## config.mk

```make
export PLATFORM = sky130hd
export DESIGN_NAME = flphs_ram
export DESIGN_NICKNAME = d
export VERILOG_FILES = /design/src/rtl/core/flphs_ram.sv
export SDC_FILE = /design/constraint.sdc
export NUM_CORES = 1
export LEC_CHECK = 0
export ABC_AREA = 1
export BUFFER_PORTS_ARGS = -buffer_cell sky130_fd_sc_hd__buf_2
export CORE_MARGIN = 5
export CORE_UTILIZATION = 35
export DETAILED_ROUTE_END_ITERATION = 12
export HOLD_SLACK_MARGIN = 0.12
export PLACE_DENSITY = 0.5
export SLEW_MARGIN = 20
export SYNTH_ARGS = -nofsm -noshare
export SYNTH_HDL_FRONTEND = slang
export SYNTH_SLANG_ARGS = --single-unit
```

## constraint.sdc

```tcl
create_clock -name clk -period 2.55 [get_ports clk]
set_input_delay 0.51 -clock clk [delete_from_list [all_inputs] [get_ports clk]]
set_output_delay 0.51 -clock clk [all_outputs]
set_load 0.02 [all_outputs]
```

## src/rtl/core/flphs_ram.sv

```systemverilog
// Generic single-clock RAM: one write port, one read port, registered read.
// No dependencies.
`default_nettype none

module flphs_ram #(
	parameter int WIDTH = 32,
	parameter longint unsigned DEPTH = 16,
	localparam int AW = (DEPTH > 1) ? $clog2(DEPTH) : 1
) (
	input  wire logic             clk,
	input  wire logic             we,
	input  wire logic [AW-1:0]    waddr,
	input  wire logic [WIDTH-1:0] wdata,
	input  wire logic [AW-1:0]    raddr,
	output logic      [WIDTH-1:0] rdata
);

	logic [WIDTH-1:0] mem [DEPTH];

	always_ff @(posedge clk) begin
		if (we) begin
			mem[waddr] <= wdata;
		end
		rdata <= mem[raddr];
	end

endmodule

`default_nettype wire

```

Word level (Yosys, flattened, before mapping)
Memories as Yosys holds them, arrays and structs flattened. A register that Yosys moved wholly into a read port is not among the register bits.
Index checks and enable logic that the tools add are counted.
{"block": "op_classes", "n_lt_le_gt_ge": 0, "div": 0, "bitwise_logic": 0, "n_addsub": 0, "n_mul": 0, "n_shift": 0, "n_eq_ne": 0, "muxes": 2, "n_reduce_logical": 0}
{"cell": "two-way mux 1 bit", "count": 2}
{"block": "totals", "word_cells": 3, "latchBits": 0, "ff_bits": 0, "mem_count": 1, "romBits": 0, "input_bits": 42, "ram_bits": 512, "output_inout_bits": 32}
{"name": "mem", "depth": 16, "width": 32, "read_ports": 1, "rd_clocked_by_memory_dff": 1, "wr": 1, "line": "18", "rtl": "logic [WIDTH-1:0] mem [DEPTH];"}

Logic depth before layout (Yosys ltp)
{"block": "logic_depth", "depth_word": 2, "depth_mapped": 10, "depth_no_buf": 7}

Worst setup path after synthesis
Ideal clock, no wire load.
{"block": "synth_timing", "path_type": "input port to flip-flop", "startpoint": "input waddr[2]", "endpoint": "memory mem[10][0], enable pin", "arrival_time_ps": 2082, "required_time_ps": 2129, "setup_ps": 421, "stages": 2, "path_buffers": 0, "slack_ps": 47, "path_cell_list": "nand3b_1 > nor2_1"}
{"item": "from (decl)", "line": "12", "rtl": "input wire logic [AW-1:0] waddr,"}
{"item": "to (decl)", "line": "18"}
No word-level cell before the write port.

Worst setup path in the final report
{"block": "layout_timing", "startpoint": "register rdata[10], read port of mem", "endpoint": "output rdata[10]"}
{"item": "from (decl)", "line": "15", "rtl": "output logic [WIDTH-1:0] rdata"}
No word-level cell between the ends.

==> report_table.html <==
<table>
<tr><th>Metric</th><th>Value</th></tr>
<tr><th colspan="2">Outcome</th></tr>
<tr><td>Outcome</td><td>complete, no violations</td></tr>
<tr><th colspan="2">Pwr</th></tr>
<tr><td>LEAKAGE</td><td>11.0 nW</td></tr>
<tr><td>Worst-case vdd ir drop</td><td>0.000619 V</td></tr>
<tr><td>Power Density</td><td>743 mW/mm²</td></tr>
<tr><th colspan="2">Timing</th></tr>
<tr><td>Final critical-path setup slack</td><td>0.787 ns</td></tr>
<tr><td>Max-slew headroom at the worst pin</td><td>57.6%</td></tr>
<tr><td>Minimum clock period after layout</td><td>1.76 ns</td></tr>
<tr><td>Setup violators final</td><td>0</td></tr>
<tr><td>Hold violation total from the final report</td><td>0</td></tr>
<tr><td>Post-route setup TNS</td><td>0 ns</td></tr>
<tr><td>RSZ-0062 raised after global routing</td><td>false</td></tr>
<tr><td>Transition time of the tightest slew-check pin</td><td>0.637 ns</td></tr>
<tr><td>Max-slew violation count</td><td>0</td></tr>
<tr><td>Final worst-path cycle share</td><td>69.1%</td></tr>
<tr><td>Peak Freq</td><td>567 MHz</td></tr>
<tr><td>Maximum clock skew at final layout</td><td>0.0197 ns</td></tr>
<tr><th colspan="2">Critical path</th></tr>
<tr><td>Crit path DAT</td><td>1.25 ns</td></tr>
<tr><td>List of cells traversed by the critical path</td><td>buf_2</td></tr>
<tr><td>Critical Path Sink Type</td><td>output port</td></tr>
<tr><td>Largest fanout on the critical path</td><td>1</td></tr>
<tr><td>Cell at the slowest stage of the critical path</td><td>sky130_fd_sc_hd__dfxtp_1</td></tr>
<tr><td>Type of the worst setup path</td><td>flip-flop to output port</td></tr>
<tr><td>CP delay by family, top</td><td>flip-flops</td></tr>
<tr><td>Critical path startpoint category</td><td>flip-flop</td></tr>
<tr><td>Worst path max stage delay</td><td>0.43 ns</td></tr>
<tr><td>Critical Path RT</td><td>2.04 ns</td></tr>
<tr><td>Worst Path Buf+Inv</td><td>1</td></tr>
<tr><th colspan="2">GRT</th></tr>
<tr><td>Routing usage on met2</td><td>25.4%</td></tr>
<tr><td>Overflow left after global routing</td><td>0</td></tr>
<tr><td>Met3 routing resource usage after global routing</td><td>2.28%</td></tr>
<tr><td>GRT met1 Usage</td><td>23.1%</td></tr>
<tr><td>Number of antenna violations at the first check in global routing</td><td>4</td></tr>
<tr><td>Pin count of the biggest net entering global routing</td><td>102</td></tr>
<tr><td>Most Crowded Layer GR</td><td>met2</td></tr>
<tr><td>Aggregate global-route resource usage</td><td>16.0%</td></tr>
<tr><td>Global-route wire length before repair</td><td>87.4 mm</td></tr>
<tr><td>Vias in the first global route</td><td>14100</td></tr>
<tr><th colspan="2">Route</th></tr>
<tr><td>Routed wire per std cell</td><td>18.3 µm</td></tr>
<tr><td>Via density per instance</td><td>4.65</td></tr>
<tr><td>Drt initial violations</td><td>1019</td></tr>
<tr><td>DRT Wirelength</td><td>56.7 mm</td></tr>
<tr><td>Vias after detailed routing</td><td>14400</td></tr>
<tr><td>Drt drc</td><td>0</td></tr>
<tr><td>Pre-Repair DR Iteration Count</td><td>7</td></tr>
<tr><td>Post-route ant nets</td><td>0</td></tr>
<tr><th colspan="2">Placed design</th></tr>
<tr><td>Setup slack at placement</td><td>0.523 ns</td></tr>
<tr><td>Area of placed instances</td><td>0.0242 mm²</td></tr>
<tr><td>Detailed placer's ending HPWL</td><td>31.6 mm</td></tr>
<tr><td>Routability Congestion</td><td>0.761</td></tr>
<tr><td>Number of buffer cells added on primary ports</td><td>73</td></tr>
<tr><th colspan="2">Logic synthesis</th></tr>
<tr><td>Xor and xnor area share after synthesis</td><td>0%</td></tr>
<tr><td>Simple-Gate Fraction of Synth Area</td><td>20.0%</td></tr>
<tr><td>Biggest area consumer among synthesized cells</td><td>sky130_fd_sc_hd__edfxtp_1</td></tr>
<tr><td>Portion of the post-synthesis area used by sequential elements</td><td>70.5%</td></tr>
<tr><td>Dominant combinational cell family by area after synthesis</td><td>simple AND/OR/NAND/NOR gates</td></tr>
<tr><td>Top cells by area, synth</td><td>sky130_fd_sc_hd__edfxtp_1 68%, sky130_fd_sc_hd__nand2_1 11%, sky130_fd_sc_hd__nand3_1 8.5%, sky130_fd_sc_hd__inv_1 6.4%, sky130_fd_sc_hd__dfxtp_1 2.8%</td></tr>
<tr><td>Most numerous cell types in the synthesized netlist</td><td>677 x sky130_fd_sc_hd__nand2_1, 512 x sky130_fd_sc_hd__edfxtp_1, 388 x sky130_fd_sc_hd__inv_1</td></tr>
<tr><td>Number of enable flip-flop cells after synthesis</td><td>512</td></tr>
<tr><td>Netlist area before placement</td><td>0.0227 mm²</td></tr>
<tr><td>Number of warnings issued by yosys</td><td>0</td></tr>
<tr><td>Ys async rst share</td><td>0%</td></tr>
<tr><td>Top-area cell type share of the netlist area</td><td>67.6%</td></tr>
<tr><td>Adder and majority cell fraction of the synthesized area</td><td>0%</td></tr>
<tr><td>Yosys cell types</td><td>15</td></tr>
<tr><td>Dominant cell by count in the synthesized netlist</td><td>sky130_fd_sc_hd__nand2_1</td></tr>
<tr><td>Ys flop type</td><td>sky130_fd_sc_hd__edfxtp_1</td></tr>
<tr><td>Register bit count reported by yosys</td><td>544</td></tr>
<tr><td>Avg Cell Area, Syn</td><td>10.7 µm²</td></tr>
<tr><td>Synthesized Nets</td><td>2162</td></tr>
<tr><td>Syn Inst Count</td><td>2120</td></tr>
<tr><td>Mux share of post-synthesis cell area</td><td>0%</td></tr>
<tr><td>Compound-gate portion of the synthesized area</td><td>0%</td></tr>
<tr><th colspan="2">Clock network</th></tr>
<tr><td>Clock buffer depth</td><td>3</td></tr>
<tr><td>Post-CTS setup buffers</td><td>0</td></tr>
<tr><td>H-tree depth reported by CTS</td><td>2</td></tr>
<tr><td>CTS root buf</td><td>sky130_fd_sc_hd__clkbuf_16</td></tr>
<tr><td>CTS sink count</td><td>544</td></tr>
<tr><td>Clk pin slew, worst setup/hold paths</td><td>0.06 ns</td></tr>
<tr><td>Clock latency on the worst-skew pair</td><td>0.61 ns</td></tr>
<tr><td>Gates resized, CTS repair</td><td>0</td></tr>
<tr><td>TritonCTS Buffers</td><td>57</td></tr>
<tr><td>Hold bufs inserted after CTS</td><td>0</td></tr>
<tr><td>CTS tree</td><td>done</td></tr>
<tr><th colspan="2">Final layout</th></tr>
<tr><td>Post-route cell area</td><td>0.0260 mm²</td></tr>
<tr><td>Number of nets in the final layout</td><td>2244</td></tr>
<tr><td>Fraction of layout cells with a size suffix above 1</td><td>10.4%</td></tr>
<tr><td>Synthesis-to-layout area growth</td><td>14.6%</td></tr>
<tr><th colspan="2">Die</th></tr>
<tr><td>Boundary pin count</td><td>74</td></tr>
<tr><td>Floorplan core area</td><td>0.0643 mm²</td></tr>
<tr><td>Die boundary height</td><td>265 µm</td></tr>
<tr><td>Initial Util</td><td>35.3%</td></tr>
<tr><td>Die span in x</td><td>265 µm</td></tr>
<tr><td># rows</td><td>93</td></tr>
<tr><td>DIE AREA</td><td>0.0701 mm²</td></tr>
<tr><th colspan="2">Job</th></tr>
<tr><td>Max-cap violations</td><td>0</td></tr>
<tr><th colspan="2">Min path</th></tr>
<tr><td>Kind of path behind the tightest hold check</td><td>primary input to flip-flop</td></tr>
</table>
-- report_power, final --
part / total (mW) / switching (mW) / internal, mW
Combinational: 1.24 / 0.896 / 0.347
Clock: 8.05 / 3.40 / 4.65
Sequential: 10.1 / 0.0568 / 9.99
-- logic make-up after synthesis --
group / Yosys count
flops: 544
simple gates: 1081
buf+inv: 495
-- cell usage in the layout (no fill, tap or decap) --
cell / instances
sky130_fd_sc_hd__nand2_1: 677
sky130_fd_sc_hd__buf_4: 41
sky130_fd_sc_hd__diode_2: 3
sky130_fd_sc_hd__nor2_4: 16
sky130_fd_sc_hd__inv_4: 1
sky130_fd_sc_hd__nor2_1: 1
sky130_fd_sc_hd__bufinv_16: 2
sky130_fd_sc_hd__buf_12: 16
sky130_fd_sc_hd__edfxtp_1: 512
sky130_fd_sc_hd__clkbuf_8: 9
sky130_fd_sc_hd__clkbuf_1: 12
sky130_fd_sc_hd__nand3_1: 385
sky130_fd_sc_hd__dfxtp_1: 32
sky130_fd_sc_hd__clkinvlp_4: 2
sky130_fd_sc_hd__inv_1: 386
sky130_fd_sc_hd__clkinv_4: 1
sky130_fd_sc_hd__clkbuf_16: 59
sky130_fd_sc_hd__clkinv_1: 7
sky130_fd_sc_hd__nand3b_1: 2
sky130_fd_sc_hd__clkinv_2: 12
sky130_fd_sc_hd__inv_2: 2
sky130_fd_sc_hd__buf_2: 70
sky130_fd_sc_hd__inv_8: 1
sky130_fd_sc_hd__inv_6: 2
-- flip-flops by register name (all words and copies together) (netlist names) --
signal	cells
mem	512
rdata	32
-- through the flow --
step	hold slack [ns]	instances	util (%)	power, mW
4_1_cts	0.243	3103	40.5	19.6
2_1_floorplan	0.607	2120	-	11.0
5_1_grt	0.277	3104	40.5	20.1
3_5_place_dp	0.646	2998	37.6	11.5
3_3_place_gp	0.643	2998	37.6	11.5
6_report	0.283	3106	40.5	19.3
-- path summary, 6_finish.rpt --
| check | startpoint | end | slack (ns) | cells after the start |
|---|---|---|---|---|
| max | rdata[10]$_DFF_P_ | rdata[10] | 0.79 | 1 |
| max reg2reg | mem[14][1]$_DFFE_PP_ | rdata[1]$_DFF_P_ | 1.51 | 6 |
| min reg2reg | mem[10][27]$_DFFE_PP_ | rdata[27]$_DFF_P_ | 0.66 | 6 |
| min | wdata[3] | mem[1][3]$_DFFE_PP_ | 0.28 | 1 |
-- cell type report --
cell class                 instances  area [µm²]
sequential                       544       16000
clock inverter                    26         188
antenna                            3        7.51
clock buffer                      79        1630
inverter                         390        1470
timing repair buffer             128         992
fill                            6160       38300
tap                              855        1070
multi-input combinational       1081        4670
-- routing by layer --
layer | wire [µm] | share of wire, %
met2 | 25900 | 46
met4 | 1440 | 2.5
met1 | 26700 | 47
met3 | 2640 | 4.6
met5 | 13 | 0.023
-- worst register-to-register path, delay by kind of cell (launching register included) --
family                 cells  cell delay, ns
AND/OR/NAND/NOR            5            0.48
flip-flops                 1            0.36
buffers and inverters      1            0.10
Note: power is estimated with default switching activity, not from simulation.
